--- config.mk ---
export PLATFORM = sky130hd
export DESIGN_NAME = kmh_ram
export DESIGN_NICKNAME = d
export VERILOG_FILES = /design/src/sv/kmh_ram.sv
export SDC_FILE = /design/constraint.sdc
export NUM_CORES = 1
export LEC_CHECK = 0
export BUFFER_PORTS_ARGS = -buffer_cell sky130_fd_sc_hd__buf_4
export CAP_MARGIN = 20
export CORE_MARGIN = 1
export CORE_UTILIZATION = 60
export DETAILED_ROUTE_END_ITERATION = 6
export PLACE_DENSITY = 0.78
export RECOVER_POWER = 50
export REMOVE_ABC_BUFFERS = 1
export SLEW_MARGIN = 20
export SYNTH_ARGS = -nofsm -noshare
export SYNTH_HDL_FRONTEND = slang
export SYNTH_SLANG_ARGS = --single-unit
--- constraint.sdc ---
create_clock -name i_clk -period 2.6 [get_ports i_clk]
set_clock_uncertainty 0.2 [all_clocks]
set_input_delay 0.26 -clock i_clk [delete_from_list [all_inputs] [get_ports i_clk]]
set_output_delay 0.26 -clock i_clk [all_outputs]
set_load 0.01 [all_outputs]
--- src/sv/kmh_ram.sv ---
`timescale 1ns / 1ps

module kmh_ram #(
    parameter int WIDTH = 8,
    parameter int DEPTH = 16
) (
    input  logic                                   i_clk,
    input  logic                                   i_wr_en,
    input  logic [((DEPTH > 1) ? $clog2(DEPTH) : 1)-1:0] i_wr_addr,
    input  logic [WIDTH-1:0]                       i_wr_data,
    input  logic [((DEPTH > 1) ? $clog2(DEPTH) : 1)-1:0] i_rd_addr,
    output logic [WIDTH-1:0]                       o_rd_data
);

    logic [WIDTH-1:0] r_mem [DEPTH];
    logic [WIDTH-1:0] r_q;

    // Write one word, register one read word
    always_ff @(posedge i_clk) begin
        if (i_wr_en) begin
            r_mem[i_wr_addr] <= i_wr_data;
        end
        r_q <= r_mem[i_rd_addr];
    end

    assign o_rd_data = r_q;

endmodule

==> impl_results.md, run 1 <==
* Die X at 94.6 um
* Clk_lat worst skew at 0.51 ns
* TritonRoute pass-1 iters at 4
* Clock Power Share at 46.5%
* Final instance area at 6140 sq um
* Synthesized-area fraction occupied by adder cells at 0%
* Port Buffers at 25
* R2r worst-path depth at 3
* Nets at 307
* Multiplexer share of the synthesized area at 15.0%
* Largest net degree at the start of global routing at 33
* CP max FO at 1
* Synth Area per Inst at 22.5 sq um
* Startpoint Class: register
* Layout cells sized above 1 at 23.8%
* Fin crit share at 62.3%
* CP arrival at 1.81 ns
* Global route overflow at 0
* Most frequent cells after synthesis: edfxtp_1, mux4_2, a22oi_1
* WHS at 0.0796 ns
* Cell count after synthesis at 229
* Cts hold-fix bufs at 8
* Setup violators final at 0
* Dominant cell type by area after synthesis: edfxtp_1
* Period minus WS final at 1.62 ns
* Top-count cell post-synth: edfxtp_1
* Post-synthesis sequential area ratio at 77.8%
* Largest family of logic cells by synthesized area: multiplexers
* Die Ht at 94.6 um
* Hpwl dp at 5870 um
* Reg power frac at 48.6%
* Largest cells by area after synthesis: edfxtp_1, mux4_2, mux4_1
* Compound-cell area share of the yosys netlist at 2.33%
* Gr usage total at 26.0%
* Synth Flop Type: edfxtp_1
* Total setup buffers inserted after CTS at 0
* Placed Instance Area at 5530 sq um
* Starting Density at 62.3%
* CTS Buf Count at 17
* Lkg Pwr at 2.08 nW
* Clock transition at path regs at 0.06 ns
* Post-synth EDFFs at 128
* 1st-iter DRT viols at 238
* Combinational power share at 4.8%
* Row count at 33
* Area Growth Syn to Fin at 19.2%
* Post-route ant nets at 0
* Io pins at 26
* Die Area at 8950 sq um
* Post-cts resize count at 0
* GPL Wtd Cong at 0.724
* DR WL/cell at 24.8 um
* Clock Sink Count at 136
* Area fraction of the dominant cell type after synthesis at 74.7%
* WS Path Type: reg -> reg
* Simple-gate share of the synthesized area at 3.18%
* Worst EP required at 2.79 ns
* Worst Hold Depth at 3
* Longest Clk Path Bufs at 2
* Initial antenna violation count at 0
* Maxcap violations at 0
* Worst hold path class: in -> reg
* Max-slew violations at 0
* Vias at 2522
* Cell Area, Synth at 5150 sq um
* H-tree depth at 4
* Core area at 8260 sq um
* Worst-margin pin slew at 0.724 ns
* RSZ-0062 raised after global routing: false
* Maximum VDD drop at 0.597 mV
* Headroom to the max-slew limit at 51.5%
* Ant diodes at 0
* Sw Ratio at 19.1%
* Vias in the first global route at 2603
* Switching Power at 0.967 mW
* Setup TNS at 0 ns
* TritonCTS clock tree: done
* Power Internal at 4.11 mW
* First-pass GRT wire length at 15300 um
* DRT Wirelength at 10100 um
* DRC at 0
* Flops & latches, synth at 136
* Final hold violation count at 0
* Post-Synth XOR/XNOR Area at 0%
* Crit end category: register
* Yosys warns at 0
* Post-DR vias/cell at 6.20
* Ys async rst share at 0%
* Pwr Density at 828 nW/um^2
* Cell variety after synth at 19
* Max Clock Freq at 0.618 GHz
* Clk root buf: clkbuf_8
* Status: complete, no violations
-- layer usage --
layer / global-route usage (%) / routed length [um] / vias up
li1: - / - / 1090
met1: 35.8 / 4100 / 1298
met2: 38.3 / 5040 / 122
met3: 9.26 / 772 / 12
met4: 10.6 / 199 / 0
met5: 0 / 0 / -
-- path summary, 6_finish.rpt --
kind,from,end,slack (ns)
worst max-delay path,r_mem[10][4]$_DFFE_PP_,o_rd_data[4]$_DFF_P_,0.98
worst min-delay path,i_wr_addr[1],r_mem[0][6]$_DFFE_PP_,0.08
worst max register to register,r_mem[10][4]$_DFFE_PP_,o_rd_data[4]$_DFF_P_,0.98
worst min register to register,r_mem[13][0]$_DFFE_PP_,o_rd_data[0]$_DFF_P_,0.48
-- critical path, cell delays in order (launching register included) --
cell and delay, ns:
edfxtp_1 0.39, mux4_1 0.54, a22oi_1 0.29, nand2_1 0.07
-- flip-flops by register name, indices dropped and copies added, names as in the netlist --
register   cells
o_rd_data      8
r_mem        128
-- final cells by class --
cell class | count | area [sq um]
multi-input combinational | 83 | 1060
tap | 105 | 131
fill | 473 | 2120
timing repair buffer | 51 | 359
clock buffer | 22 | 433
sequential | 136 | 4000
clock inverter | 10 | 151
-- power by group through the flow --
stage / clock, mW / combinational [mW] / sequential (mW)
detailed placement: 0 / 0.241 / 2.51
floorplan: 0 / 0.0982 / 2.51
global route: 2.49 / 0.264 / 2.47
CTS: 2.39 / 0.254 / 2.47
finish: 2.36 / 0.244 / 2.47
global placement: 0 / 0.234 / 2.51
-- cells in the final DEF, fill, tap and decap left out, drive strengths merged --
cell / Yosys / routed
edfxtp: 128 / 128
nor2: 13 / 13
dfxtp: 8 / 8
and2: 1 / 1
mux4: 32 / 32
clkinv: 0 / 6
nor2b: 1 / 1
a22oi: 16 / 16
nand3b: 2 / 2
nor3: 4 / 4
nand2: 9 / 9
dlygate4sd3: 0 / 8
or3b: 1 / 1
nand3: 1 / 1
nand2b: 2 / 2
buf: 7 / 28
and2b: 1 / 1
bufinv: 0 / 4
clkbuf: 0 / 37
-- through the flow --
step                instances  total power, mW  utilization [%]  worst slack [ns]
finish                    407             5.08             74.3             0.981
global route              407             5.23             74.3             0.952
CTS                       407             5.11             75.0             0.979
detailed placement        367             2.75             66.9             0.573
global placement          367             2.74             66.9             0.585
floorplan                 219             2.61                -             0.647
-- logic make-up (layout without fill, tap and decap cells) --
logic type	Yosys count	count (layout)
flops	136	136
simple gates	35	35
mux	32	32
compound gates	16	16
buf+inv	10	83
Power figures use the tool's default switching activity.
==> inputs of run 2 (changes only) <==
--- a/config.mk
+++ b/config.mk
@@ -8,9 +8,9 @@
 export BUFFER_PORTS_ARGS = -buffer_cell sky130_fd_sc_hd__buf_4
 export CAP_MARGIN = 20
 export CORE_MARGIN = 1
-export CORE_UTILIZATION = 60
+export CORE_UTILIZATION = 54
 export DETAILED_ROUTE_END_ITERATION = 6
-export PLACE_DENSITY = 0.78
+export PLACE_DENSITY = 0.74
 export RECOVER_POWER = 50
 export REMOVE_ABC_BUFFERS = 1
 export SLEW_MARGIN = 20
==> constraint.sdc (replaced) <==
create_clock -name i_clk -period 1.4 [get_ports i_clk]
set_clock_uncertainty 0.2 [all_clocks]
set_input_delay 0.14 -clock i_clk [delete_from_list [all_inputs] [get_ports i_clk]]
set_output_delay 0.14 -clock i_clk [all_outputs]
set_load 0.01 [all_outputs]
==> impl_results.md, run 2 (synthesis gave the netlist of run 1 again) <==
* Status: finished with violations
* Failing checks: setup timing
* Pwr Density at 1500 nW/um^2 (+81%)
* Register Area at 4000 sq um (unchanged)
* RSZ-0062 raised after global routing: true
* Die Area at 9930 sq um (+11%)
* Layout cells sized above 1 at 37.1% (+13 points)
* Maxcap violations at 0 (unchanged)
* Most common cell after layout, fill and taps aside: edfxtp_1
* Max reg flops at 128 (unchanged)
* Commonest cells after routing, fill and taps aside: edfxtp_1, buf_4, mux4_2, clkbuf_16, nor2_1
* Core area at 9240 sq um (+12%)
* First-pass GRT wire length at 15400 um (+0.50%)
* Gr usage total at 22.5% (-3.5 points)
* Period minus WS final at 1.50 ns (-0.120 ns)
* Maximum VDD drop at 0.823 mV (+38%)
* DRC at 0 (unchanged)
* Die Ht at 99.6 um (+5.3%)
* CTS Buf Count at 17 (unchanged)
* Largest net degree at the start of global routing at 19 (-42%)
* Worst EP required at 1.60 ns (-1.19 ns)
* Die X at 99.6 um (+5.3%)
* # fillers at 596 (+26%)
* Fin crit share at 107% (+45 points)
* DR WL/cell at 22.5 um (-9.6%)
* M2 GR Usage at 35.1% (-3.2 points)
* Switching Power at 1.97 mW (+100%)
* Met1 Usage GRT at 30.1% (-5.7 points)
* Lkg Pwr at 2.11 nW (+1.9%)
* Total setup buffers inserted after CTS at 0 (unchanged)
* Post-route ant nets at 0 (unchanged)
* Setup ws final at -0.0984 ns (-1.08 ns)
* CP arrival at 1.70 ns (-0.11 ns)
* Row count at 35 (+6.1%)
* Max-slew violations at 0 (unchanged)
* Worst hold path class: in -> reg
* Ant diodes at 0 (unchanged)
* DRT Wirelength at 9920 um (-1.8%)
* Pre-CTS WS at -0.379 ns (-0.951 ns)
* Vias in the first global route at 2700 (+3.7%)
* Vias at 2548 (+1.0%)
* GRT Max-Usage Layer: met2
* WS Path Type: reg -> reg
* TritonRoute pass-1 iters at 4 (unchanged)
* Met3 GRT Util at 6.61% (-2.7 points)
* Clk_lat worst skew at 0.52 ns (about the same)
* Crit end category: register
* Worst-margin pin slew at 0.962 ns (+0.238 ns)
* Hpwl dp at 6230 um (+6.2%)
* Port Buffers at 25 (unchanged)
* Sw Ratio at 20.7% (+1.7 points)
* Io pins at 26 (unchanged)
* CP max FO at 1 (unchanged)
* Finished Core Util at 68.5% (-5.8 points)
* GPL Wtd Cong at 0.703 (-2.9%)
* Final hold violation count at 0 (unchanged)
* Combinational power share at 5.4% (+0.6 points)
* Startpoint Class: register
* Biggest register: r_mem
* Clock transition at path regs at 0.06 ns (about the same)
* TritonCTS clock tree: done
* Starting Density at 55.7% (-6.6 points)
* Clk root buf: clkbuf_8
* Setup violators final at 8 (+8)
* Power Internal at 7.53 mW (+83%)
* Max Clock Freq at 0.667 GHz (+8.0%)
* Reg power frac at 48.3% (-0.3 points)
* Clock Sink Count at 136 (unchanged)
* Initial antenna violation count at 0 (unchanged)
* Area occupied by multi-input gates at 1060 sq um (-0.12%)
* Area Growth Syn to Fin at 22.9%
* Longest Clk Path Bufs at 2 (unchanged)
* Headroom to the max-slew limit at 35.7% (-16 points)
* 1st-iter DRT viols at 174 (-27%)
* Nets at 318 (+3.6%)
* Clock Power Share at 46.3% (-0.2 points)
* H-tree depth at 4 (unchanged)
* Post-DR vias/cell at 5.76 (-7.0%)
* Global route overflow at 0 (unchanged)
run 2: cell count changes in the layout (fill, tap and decap cells not counted), sizes merged:
cell / delta
buf: +13
bufinv: -1
clkbuf: -9
clkinvlp: +3
dlygate4sd3: +3
inv: +2
run 2: area by class of cell:
cell class	count	share of cell area (%)
clock buffer	18	6.61
multi-input combinational	83	16.7
timing repair buffer	62	8.09
tap	129	2.55
sequential	136	63.3
clock inverter	14	2.77
run 2: critical path, stage by stage (launching register included):
cell      delay [ns]
edfxtp_1        0.39
mux4_2          0.48
a22oi_2         0.25
nand2_1         0.07
run 2: worst paths after layout:
| path | startpoint | endpoint | slack (ns) | depth (start not counted) |
|---|---|---|---|---|
| setup reg to reg | r_mem[2][5]$_DFFE_PP_ | o_rd_data[5]$_DFF_P_ | -0.1 | 3 |
| hold reg to reg | r_mem[8][5]$_DFFE_PP_ | o_rd_data[5]$_DFF_P_ | 0.49 | 3 |
| setup / recovery | r_mem[2][5]$_DFFE_PP_ | o_rd_data[5]$_DFF_P_ | -0.1 | 3 |
| hold / removal | i_rd_addr[3] | o_rd_data[1]$_DFF_P_ | 0.01 | 4 |
run 2: power groups by stage:
stage | Sequential, mW | Clock (mW) | Combinational [mW]
final | 4.59 | 4.40 | 0.515
after global routing | 4.59 | 4.63 | 0.557
after CTS | 4.59 | 4.45 | 0.531
after detailed placement | 4.67 | 0 | 0.481
after global placement | 4.66 | 0 | 0.470
after floorplan | 4.67 | 0 | 0.182
run 2: per-stage QoR:
| stage | TNS, ns | std cells | area, sq um | hold slack, ns | total power [mW] |
|---|---|---|---|---|---|
| 3_5_place_dp | -12.15 | 399 | 5660 | 0.260 | 5.15 |
| 4_1_cts | -0.369 | 442 | 6340 | 0.00314 | 9.56 |
| 5_1_grt | -0.746 | 442 | 6330 | 0.0398 | 9.78 |
| 3_3_place_gp | -10.49 | 399 | 5660 | 0.246 | 5.13 |
| 2_1_floorplan | -10.63 | 219 | 5060 | 0.0389 | 4.85 |
| 6_report | -0.336 | 442 | 6330 | 0.0119 | 9.50 |
run 2: repair_timing:
item / CTS / global route
hold endpoints to repair: 161 / 0
gates resized for setup: 20 / 4
setup endpoints to repair: 8 / 16
pin swaps: 9 / 0
hold buffers: 11 / 0
run 2: routing by layer:
layer / vias up / share of wire (%)
met5: - / 0
met4: 0 / 2.2
met3: 18 / 6.3
met2: 95 / 50
met1: 1330 / 42
li1: 1105 / -
