`src/sv/kmh_pkg.sv`:
```
`timescale 1ns / 1ps

package kmh_pkg;

    // Field widths of the item channels
    localparam int KEY_W  = 48;
    localparam int ID_W   = 10;
    localparam int SLOT_W = 10;

    // Action codes
    localparam logic ACT_PUSH = 1'b0;
    localparam logic ACT_READ = 1'b1;

    // Input item
    typedef struct packed {
        logic              action;
        logic [ID_W-1:0]   first_index;
        logic [ID_W-1:0]   second_index;
        logic [KEY_W-1:0]  key;
        logic [SLOT_W-1:0] slot;
    } t_in;

    // Result item
    typedef struct packed {
        logic [ID_W-1:0]  out_first_index;
        logic [ID_W-1:0]  out_second_index;
        logic [KEY_W-1:0] out_key;
    } t_out;

    // One heap entry as stored
    typedef struct packed {
        logic [ID_W-1:0]  first_id;
        logic [ID_W-1:0]  second_id;
        logic [KEY_W-1:0] key;
    } t_entry;

    localparam int     ENT_W     = $bits(t_entry);
    localparam t_entry ENT_EMPTY = '1;

    // Child selection for one sift level
    typedef struct packed {
        logic   take_right;
        logic   stop;
        t_entry child;
    } t_pick;

endpackage

```
`src/sv/kmh_pick.sv`:
```
`timescale 1ns / 1ps

module kmh_pick (
    input  kmh_pkg::t_entry i_ent,
    input  kmh_pkg::t_entry i_left,
    input  kmh_pkg::t_entry i_right,
    input  logic            i_right_ok,
    output kmh_pkg::t_pick  o_pick
);
    import kmh_pkg::*;

    logic w_take_right;

    // Take the larger child, the right one on a tie; the left one when there is no right child
    assign w_take_right = i_right_ok && !(i_left.key > i_right.key);

    always_comb begin
        o_pick.take_right = w_take_right;
        o_pick.child      = w_take_right ? i_right : i_left;
        // Stop once the sifted entry is not below the chosen child
        o_pick.stop       = !(i_ent.key < o_pick.child.key);
    end

endmodule

```
`config.mk`:
```
export PLATFORM = sky130hd
export DESIGN_NAME = kmh_pick
export DESIGN_NICKNAME = d
export VERILOG_FILES = /design/src/sv/kmh_pkg.sv /design/src/sv/kmh_pick.sv
export SDC_FILE = /design/constraint.sdc
export NUM_CORES = 1
export LEC_CHECK = 0
export ABC_AREA = 1
export BUFFER_PORTS_ARGS = -buffer_cell sky130_fd_sc_hd__buf_2
export CAP_MARGIN = 20
export CORE_AREA = 2 2 105 107
export DETAILED_ROUTE_END_ITERATION = 16
export DIE_AREA = 0 0 107 109
export GPL_ROUTABILITY_DRIVEN = 0
export GPL_TIMING_DRIVEN = 0
export PLACE_DENSITY = 0.74
export SYNTH_ARGS = -nofsm -noshare
export SYNTH_HDL_FRONTEND = slang
export SYNTH_SLANG_ARGS = --single-unit
```
`constraint.sdc`:
```
create_clock -name vclk -period 3.52
set_input_delay 0.352 -clock vclk [all_inputs]
set_output_delay 0.352 -clock vclk [all_outputs]
set_load 0.05 [all_outputs]
```
==> results of run 1 <==
## where the power goes
| part | internal (mW) | switching (mW) | total [mW] |
|---|---|---|---|
| Sequential | 0 | 0 | 0 |
| Combinational | 0.452 | 0.788 | 1.24 |
| Clock | 0 | 0 | 0 |
| Total | 0.452 | 0.788 | 1.24 |
## metrics by stage
stage               worst slack [ps]  setup TNS, ps  cells  cell area, sq um
finish                          -615           -615   1002              5780
global route                    -856           -856   1002              5780
CTS                             -599          -1080   1000              5660
detailed placement             -1450          -1450    969              5020
global placement               -1460          -1460    969              5020
floorplan                       -329           -329    574              3570
## layout make-up
type | count | share of cell area (%)
multi-input cells | 442 | 58.1
plain buffers | 15 | 2.79
well taps | 140 | 3.03
repair buffers | 288 | 28.3
inverters | 117 | 7.81
## layer usage
metal | vias up | part of all wire, % | wire length [microns]
li1 | 2428 | - | -
met1 | 2029 | 44 | 5600
met2 | 138 | 50 | 6350
met3 | 14 | 5.0 | 639
met4 | 0 | 1.3 | 161
met5 | - | 0 | 0
## final timing paths
path                    endpoint  slack [ps]         from  cells past startpoint
worst max-delay path  o_pick[68]        -620  i_right[39]                     27
worst min-delay path  o_pick[53]        1090  i_right[53]                      4
## Yosys cell counts (3+ instances only)
cell	count
nand2_1	158
inv_1	113
ha_1	95
a21oi_1	39
or2_0	34
o21ai_2	33
nor2_1	18
o21ai_0	16
buf_2	6
a211oi_1	5
nand3_1	5
nand4_1	5
inv_2	4
nor2_2	4
o21ai_1	4
buf_4	3
or2_1	3
or2_2	3
## logic make-up after synthesis
kind of cell               after synthesis  synth area share [%]
buffers and inverters                  132                  15.3
and+or+nand+nor                        241                  30.8
AOI/OAI and AO/OA                      106                  19.9
adders and majority gates               95                  34.0
## what timing repair did
item                                    CTS  global route
pin swaps                                32             7
resized for setup                        83            21
endpoints found under the setup margin    1             2
gates cloned                              0             1
setup buffers                            31             8
hold endpoints to repair                  0             0
==> qor.yml, run 1 <==
critical_path:
  critPathKind: "primary input to output pin"
  crit_required_ps: 3170
  critPathSlowestCell: "a221oi_2"
  crit_fanout: 6
  cp_top_family: "compound AO/OA/AOI/OAI gates"
  cp.arrival_ps: 3780
  cp_num_buf_inv: 8
  endpoint_kind: "output pin"
  slowest_delay_ps: 360
  start_kind: "primary input"
route:
  ant_nets: 0
  viasPerCell: 4.60
  first_iter_violations: 189
  wire_per_inst_microns: 12.7
  drtPass1Iterations: 4
  drc: 0
  vias: 4609
  routed_wl_mm: 12.8
sta:
  slew_headroom_pct: 74.0
  setup_ws_ps: -615
  setup_viol: 1
  rsz0062_at_grt: "true"
  hold_viol: 0
  fin_crit_ps: 4140
  timing.fmax_mhz: 242
  min_period_over_period_pct: 117
  slew_violations: 0
  tightest_slew_ps: 390
  timing.hold.ws_ps: 1090
power_and_ir_drop:
  power_mw: 1.24
  powerDensity_nw_per_um2: 214
  power_leakage_nw: 3.40
  vdd_drop_max_uv: 118
grt:
  grt_use_met3_pct: 1.55
  grt_pass1_wl_mm: 19.9
  grtUsageTotal_pct: 20.6
  grt_pass1_vias: 4461
  use_met2_pct: 38.5
  overflow: 0
  use_met1_pct: 26.5
  busiest_layer: "met2"
  grt_max_degree: 11
  antenna_found_initial: 0
die:
  initial_core_util_pct: 33.0
  core_area_sq_um: 10600
  die_y_microns: 109
  fp.dieW_microns: 107
  die_area_sq_um: 11700
  rows: 38
  ioPinCount: 275
logic_synthesis:
  syn_nets: 874
  synth_cells: 574
  synth_area_leaders: "ha_1, nand2_1, inv_1, o21ai_2, or2_0"
  synth_area_sq_um: 3500
  syn_avg_cell_area_sq_um: 6.09
  netlist.area_leader.share_pct: 34.0
  synth.distinct_cells: 35
  yosys_warnings: 0
  post-synth-top-area-cell: "ha_1"
  ys_seq_area_share_pct: 0
layout:
  layout_common_cells: "buf_2, nand2_1, inv_1"
  clockBufferCount: 0
  drive_above_1_share_pct: 47.9
  final.fill_count: 1039
  fin_util_pct: 54.5
  nFlopsAndLatches: 0
  n_antenna_cell: 0
  multiInputGateArea_sq_um: 3360
  area_growth_syn_to_layout_pct: 65.3
  nets: 1164
  seqCellArea_sq_um: 0
  layout.cells.most_common: "buf_2"
placed_design:
  io_buffers: 255
  dpl.hpwl_mm: 10.4
status:
  violations: "negative setup slack"
  status: "finished with violations"
hold_path:
  hp-class: "primary input to output pin"
run:
  cap_violations: 0
clock_network:
  cts_hold_buf: 0
(Power assumes the default switching activity.)
==> run 2: changes to the inputs <==
==> config.mk (replaced) <==
export PLATFORM = sky130hd
export DESIGN_NAME = kmh_pick
export DESIGN_NICKNAME = d
export VERILOG_FILES = /design/src/sv/kmh_pkg.sv /design/src/sv/kmh_pick.sv
export SDC_FILE = /design/constraint.sdc
export NUM_CORES = 1
export LEC_CHECK = 0
export BUFFER_PORTS_ARGS = -buffer_cell sky130_fd_sc_hd__buf_2
export CAP_MARGIN = 20
export CORE_AREA = 2 2 106 108
export DETAILED_ROUTE_END_ITERATION = 16
export DIE_AREA = 0 0 108 110
export GPL_ROUTABILITY_DRIVEN = 0
export GPL_TIMING_DRIVEN = 0
export PLACE_DENSITY = 0.71
export SYNTH_ARGS = -nofsm -noshare
export SYNTH_HDL_FRONTEND = slang
export SYNTH_SLANG_ARGS = --single-unit
==> run 2 against run 1 <==
The flow still finishes with violations (negative setup slack). Final area decreased by 7.5%. Area after synthesis decreased by 6.5%. Utilization decreased by 4.5 points. Worst hold slack improved by 54 ps. Sequential share of layout area unchanged. Clock-buffer cell count unchanged. First-iteration DRC count decreased by 11%. Non-clock buffer count decreased by 19. Power decreased by 13%. Critical path type unchanged. Highest routed layer unchanged.
==> qor.yml, run 2 <==
logic_synthesis:
  synth_top_family_by_area: "adder cells"
  yosys-top-cells-count: "ha_1, inv_1, mux2i_1"
  synth_fa_ha_area_share_pct: 36.4  # +2.4 points
  synth_compound_area_share_pct: 17.0  # -2.9 points
  synth_xor_area_share_pct: 0  # unchanged
  synth_area_sq_um: 3270  # -6.5%
  synth_cells: 417  # -27%
  synth_most_common_cell: "ha_1"
  synth.distinct_cells: 42  # +20%
  netlist.area_leader.share_pct: 36.4  # +2.4 points
  synthMuxAreaShare_pct: 22.0  # +22 points
  yosys_warnings: 0  # unchanged
  synth-simple-area-share_pct: 11.1  # -20 points
  syn_avg_cell_area_sq_um: 7.84  # +29%
  ys_seq_area_share_pct: 0  # unchanged
  synth_area_leaders: "ha_1, mux2i_1, inv_1, mux2_2, nand4_1"
  post-synth-top-area-cell: "ha_1"
  syn_nets: 717  # -18%
sta:
  setup_viol: 1  # unchanged
  rsz0062_at_grt: "true"
  setup_ws_ps: -1170  # -554 ps
  min_period_over_period_pct: 133  # +16 points
  timing.fmax_mhz: 213  # -12%
  slew_headroom_pct: 73.9  # -0.096 points
  slew_violations: 0  # unchanged
  hold_viol: 0  # unchanged
  tightest_slew_ps: 389  # -1.54 ps
  fin_crit_ps: 4690  # +554 ps
clock_network:
  cts_hold_buf: 0  # unchanged
run:
  cap_violations: 0  # unchanged
layout:
  area_growth_syn_to_layout_pct: 63.6
  drive_above_1_share_pct: 54.8  # +6.9 points
  seqCellArea_sq_um: 0  # unchanged
  nFlopsAndLatches: 0  # unchanged
  finalNonFillerCells: 833  # -17%
  layout_common_cells: "buf_2, inv_1, ha_1"
  final.fill_count: 1081  # +4.0%
  clockBufferCount: 0  # unchanged
  layout.cells.most_common: "buf_2"
  final_cell_area_sq_um: 5350  # -7.5%
  nets: 995  # -15%
  n_antenna_cell: 0  # unchanged
critical_path:
  critPathKind: "primary input to output pin"
  crit_required_ps: 3170  # about the same
  crit_chain: "buf_2 -> ha_1 -> a21oi_1 -> o21ai_2 -> a221oi_4 -> a211oi_2 -> o31ai_4 -> buf_6 -> mux2_4 -> inv_2 -> ha_4 -> a21o_1 -> a21o_1 -> a2111oi_4 -> o21ai_2 -> a21o_1 -> a211oi_2 -> o221a_2 -> o31ai_4 -> buf_6"
  critPathSlowestCell: "a2111oi_4"
  endpoint_kind: "output pin"
  crit_fanout: 5  # -1
  start_kind: "primary input"
  cp_top_family: "compound AO/OA/AOI/OAI gates"
  cp.arrival_ps: 4340  # +560 ps
  cpMostUsedCell: "a21o_1"
  cp_num_buf_inv: 4  # -4
  slowest_delay_ps: 360  # about the same
route:
  wl_met2_mm: 5.95  # -6.4%
  vias: 3945  # -14%
  wl_met3_microns: 695  # +8.8%
  drtPass1Iterations: 4  # unchanged
  routed_wl_mm: 12.0  # -5.9%
  highest_layer: "met4"
  viasPerCell: 4.74  # +3.0%
  ant_nets: 0  # unchanged
  drc: 0  # unchanged
  wire_per_inst_microns: 14.4  # +13%
  first_iter_violations: 168  # -11%
  met1_length_mm: 5.22  # -6.9%
power_and_ir_drop:
  switching_share_pct: 61.3  # -2.2 points
  seqPwrFrac_pct: 0  # unchanged
  power.internal_mw: 0.417  # -7.9%
  power_leakage_nw: 3.08  # -9.5%
  pwr-share-comb_pct: 100.0  # about the same
  vdd_drop_max_uv: 116  # -1.2%
  powerDensity_nw_per_um2: 201  # -6.1%
  p_switching_mw: 0.660  # -16%
  clockPowerShare_pct: 0  # unchanged
die:
  die_y_microns: 110  # +0.92%
  fp.dieW_microns: 108  # +0.93%
  rows: 38  # unchanged
  die_area_sq_um: 11900  # +1.9%
  core_area_sq_um: 10700  # +0.90%
  initial_core_util_pct: 30.6  # -2.4 points
  ioPinCount: 275  # unchanged
status:
  violations: "negative setup slack"
  status: "finished with violations"
hold_path:
  hp-class: "primary input to output pin"
grt:
  grt_pass1_vias: 3869  # -13%
  overflow: 0  # unchanged
  grt_pass1_wl_mm: 17.8  # -10%
  antenna_found_initial: 1  # +1
  grtUsageTotal_pct: 18.6  # -2.0 points
  grt_max_degree: 11  # unchanged
placed_design:
  dp.cells: 812  # -16%
  place_area_sq_um: 4870  # -3.1%
  io_buffers: 255  # unchanged
  dpl.hpwl_mm: 10.5  # +1.0%
## run 2: cell types whose count changed in the layout (fill, tap and decap cells not counted), moves of 7 or more
cell	before	now
a21o_1	2	19
a21oi_1	35	22
buf_4	36	24
inv_1	96	79
mux2_2	0	26
mux2i_1	0	36
nand2_1	148	14
nand2_2	7	0
nand4_1	5	23
nor2_1	16	7
o21ai_2	35	2
or2_0	33	0
## run 2: power groups by stage
stage / Combinational (mW) / Clock, mW / Sequential, mW
after floorplan: 0.691 / 0 / 0
after detailed placement: 0.987 / 0 / 0
final: 1.08 / 0 / 0
after global placement: 0.981 / 0 / 0
after CTS: 1.03 / 0 / 0
after global routing: 1.17 / 0 / 0
## run 2: kinds of logic after synthesis
| family | Yosys count |
|---|---|
| mux | 68 |
| buf+inv | 108 |
| simple gates | 65 |
| fa+ha+maj | 95 |
| compound gates | 81 |
## run 2: repair_timing
item,4_1_cts,5_1_grt
setup endpoints to repair,1,1
hold endpoints to repair,0,0
buffers inserted,9,12
pin swaps,8,28
resized for setup,24,33
## run 2: layout make-up
cell class | instances | area, sq um | share of cell area [%]
Timing Repair Buffer | 276 | 1500 | 28.0
Inverter | 100 | 393 | 7.34
Tap cell | 140 | 175 | 3.27
Buffer | 8 | 78.8 | 1.47
Multi-Input combinational cell | 309 | 3210 | 59.9
## run 2: final timing paths
path,startpoint,to,slack (ps),depth (start not counted)
setup / recovery,i_left[33],o_pick[68],-1170,20
hold / removal,i_right[26],o_pick[26],1140,4
## run 2: routing by layer
layer  vias to the layer above  track usage [%]
met3                        12             2.12
met5                         -                0
met4                         0             2.29
met2                       128             34.4
li1                       2042                -
met1                      1763             23.7
## run 2: per-stage QoR
stage                     hold WS, ps  utilization (%)  power [mW]  TNS, ps  setup WS (ps)
after floorplan                   929                -       0.691     -687           -687
after global placement           1150             45.5       0.981    -1550          -1550
after detailed placement         1150             45.5       0.987    -1510          -1510
after CTS                        1150             47.6        1.03    -1120          -1120
after global routing             1160             50.0        1.17    -1330          -1330
final                            1140             50.0        1.08    -1170          -1170
==> run 3: changes to the inputs <==
--- a/config.mk
+++ b/config.mk
@@ -13,6 +13,8 @@
 export GPL_ROUTABILITY_DRIVEN = 0
 export GPL_TIMING_DRIVEN = 0
 export PLACE_DENSITY = 0.71
+export RECOVER_POWER = 25
 export SYNTH_ARGS = -nofsm -noshare
 export SYNTH_HDL_FRONTEND = slang
 export SYNTH_SLANG_ARGS = --single-unit
+export TNS_END_PERCENT = 100
==> run 3 against run 2 <==
The flow still finishes with violations (negative setup slack). Die area stayed put. Non-clock buffer count did not move. Final area is essentially flat. Power is essentially flat. Utilization about the same. Cell count stayed put. First-iteration DRC count is the same. Clock-buffer cell count did not move. Setup slack stayed put. Critical endpoint unchanged. Global-route usage unchanged. Via count stayed put. Worst hold slack did not move.
==> qor.yml, run 3 (synthesis results as in run 2) <==
grt:
  grt_pass1_wl_mm: 17.8  # unchanged
  overflow: 0  # unchanged
  antenna_found_initial: 1  # unchanged
  grt_pass1_vias: 3869  # unchanged
  grt_max_degree: 11  # unchanged
  grtUsageTotal_pct: 18.6  # unchanged
sta:
  hold_viol: 0  # unchanged
  setup_viol: 1  # unchanged
  min_period_over_period_pct: 133  # unchanged
  fin_crit_ps: 4690  # unchanged
  finalSetupTns_ps: -1170  # unchanged
  tightest_slew_ps: 629  # +240 ps
  slew_headroom_pct: 58.3  # -16 points
  slew_violations: 0  # unchanged
  setup_ws_ps: -1170  # unchanged
  rsz0062_at_grt: "true"
  timing.fmax_mhz: 213  # unchanged
  timing.hold.ws_ps: 1140  # unchanged
layout:
  final.fill_count: 1082  # +0.093%
  multiInputGateArea_sq_um: 3210  # unchanged
  seqCellArea_sq_um: 0  # unchanged
  drive_above_1_share_pct: 54.7  # -0.14 points
  area_growth_syn_to_layout_pct: 63.6  # about the same
  finalNonFillerCells: 833  # unchanged
  layout.cells.most_common: "buf_2"
  fin_util_pct: 50.0  # about the same
  nets: 995  # unchanged
  n_antenna_cell: 0  # unchanged
  clockBufferCount: 0  # unchanged
  layout_common_cells: "buf_2, inv_1, ha_1"
  nFlopsAndLatches: 0  # unchanged
critical_path:
  cp.arrival_ps: 4340  # about the same
  start_kind: "primary input"
  crit_required_ps: 3170  # about the same
  critPathSlowestCell: "a2111oi_4"
  crit_fanout: 5  # unchanged
  slowest_delay_ps: 360  # about the same
  cp_top_family: "compound AO/OA/AOI/OAI gates"
  cp_num_buf_inv: 4  # unchanged
  critPathKind: "primary input to output pin"
  endpoint_kind: "output pin"
  cpMostUsedCell: "a21o_1"
  crit_chain: "buf_2 -> ha_1 -> a21oi_1 -> o21ai_2 -> a221oi_4 -> a211oi_2 -> o31ai_4 -> buf_6 -> mux2_4 -> inv_2 -> ha_4 -> a21o_1 -> a21o_1 -> a2111oi_4 -> o21ai_2 -> a21o_1 -> a211oi_2 -> o221a_2 -> o31ai_4 -> buf_6"
die:
  fp.dieW_microns: 108  # unchanged
  rows: 38  # unchanged
  ioPinCount: 275  # unchanged
  die_y_microns: 110  # unchanged
  die_area_sq_um: 11900  # unchanged
  initial_core_util_pct: 30.6  # unchanged
  core_area_sq_um: 10700  # unchanged
route:
  highest_layer: "met4"
  drtPass1Iterations: 4  # unchanged
  first_iter_violations: 168  # unchanged
  routed_wl_mm: 12.0  # about the same
  met1_length_mm: 5.22  # about the same
  ant_nets: 0  # unchanged
  wire_per_inst_microns: 14.4  # about the same
  viasPerCell: 4.74  # unchanged
  wl_met2_mm: 5.95  # unchanged
  wl_met3_microns: 695  # unchanged
  vias: 3945  # unchanged
  drc: 0  # unchanged
placed_design:
  dpl.hpwl_mm: 10.5  # unchanged
  io_buffers: 255  # unchanged
  dp.cells: 812  # unchanged
  dp_slack_ps: -1510  # unchanged
power_and_ir_drop:
  power_leakage_nw: 3.08  # -0.11%
  powerDensity_nw_per_um2: 201  # about the same
  vdd_drop_max_uv: 116  # about the same
hold_path:
  hp-class: "primary input to output pin"
run:
  cap_violations: 0  # unchanged
status:
  status: "finished with violations"
  violations: "negative setup slack"
run 3: changes by cell type in the layout (fill, tap and decap cells not counted):
| cell | before | now |
|---|---|---|
| clkbuf_1 | 0 | 1 |
| buf_2 | 247 | 246 |
run 3: per-layer routing:
metal  vias to the layer above  GRT usage (%)
met3                        12           2.12
met5                         -              0
li1                       2042              -
met1                      1763           23.7
met4                         0           2.29
met2                       128           34.4
run 3: path summary, 6_finish.rpt:
check         from          to  slack, ps  cells after the start
max     i_left[33]  o_pick[68]      -1170                     20
min    i_right[26]  o_pick[26]       1140                      4
run 3: metrics by stage:
stage	instance area (sq um)	power, mW
finish	5350	1.08
global route	5350	1.17
CTS	5090	1.03
detailed placement	4870	0.987
global placement	4870	0.981
floorplan	3410	0.691
run 3: timing repair:
item	CTS	global route
hold endpoints to repair	0	0
pin swaps	8	28
setup buffers	9	12
endpoints found under the setup margin	1	1
hold buffers	0	0
resized for setup	24	33
cloned	0	0
run 3: layout make-up:
class / instances / area share [%]
multi-input combinational: 309 / 60.0
timing repair buffer: 276 / 28.0
inverter: 100 / 7.35
tap: 140 / 3.27
buffer: 8 / 1.47
run 3: power breakdown:
group          switching (mW)  internal [mW]  leakage, nW
logic                   0.660          0.416         3.08
registers                   0              0            0
clock network               0              0            0
total                   0.660          0.416         3.08
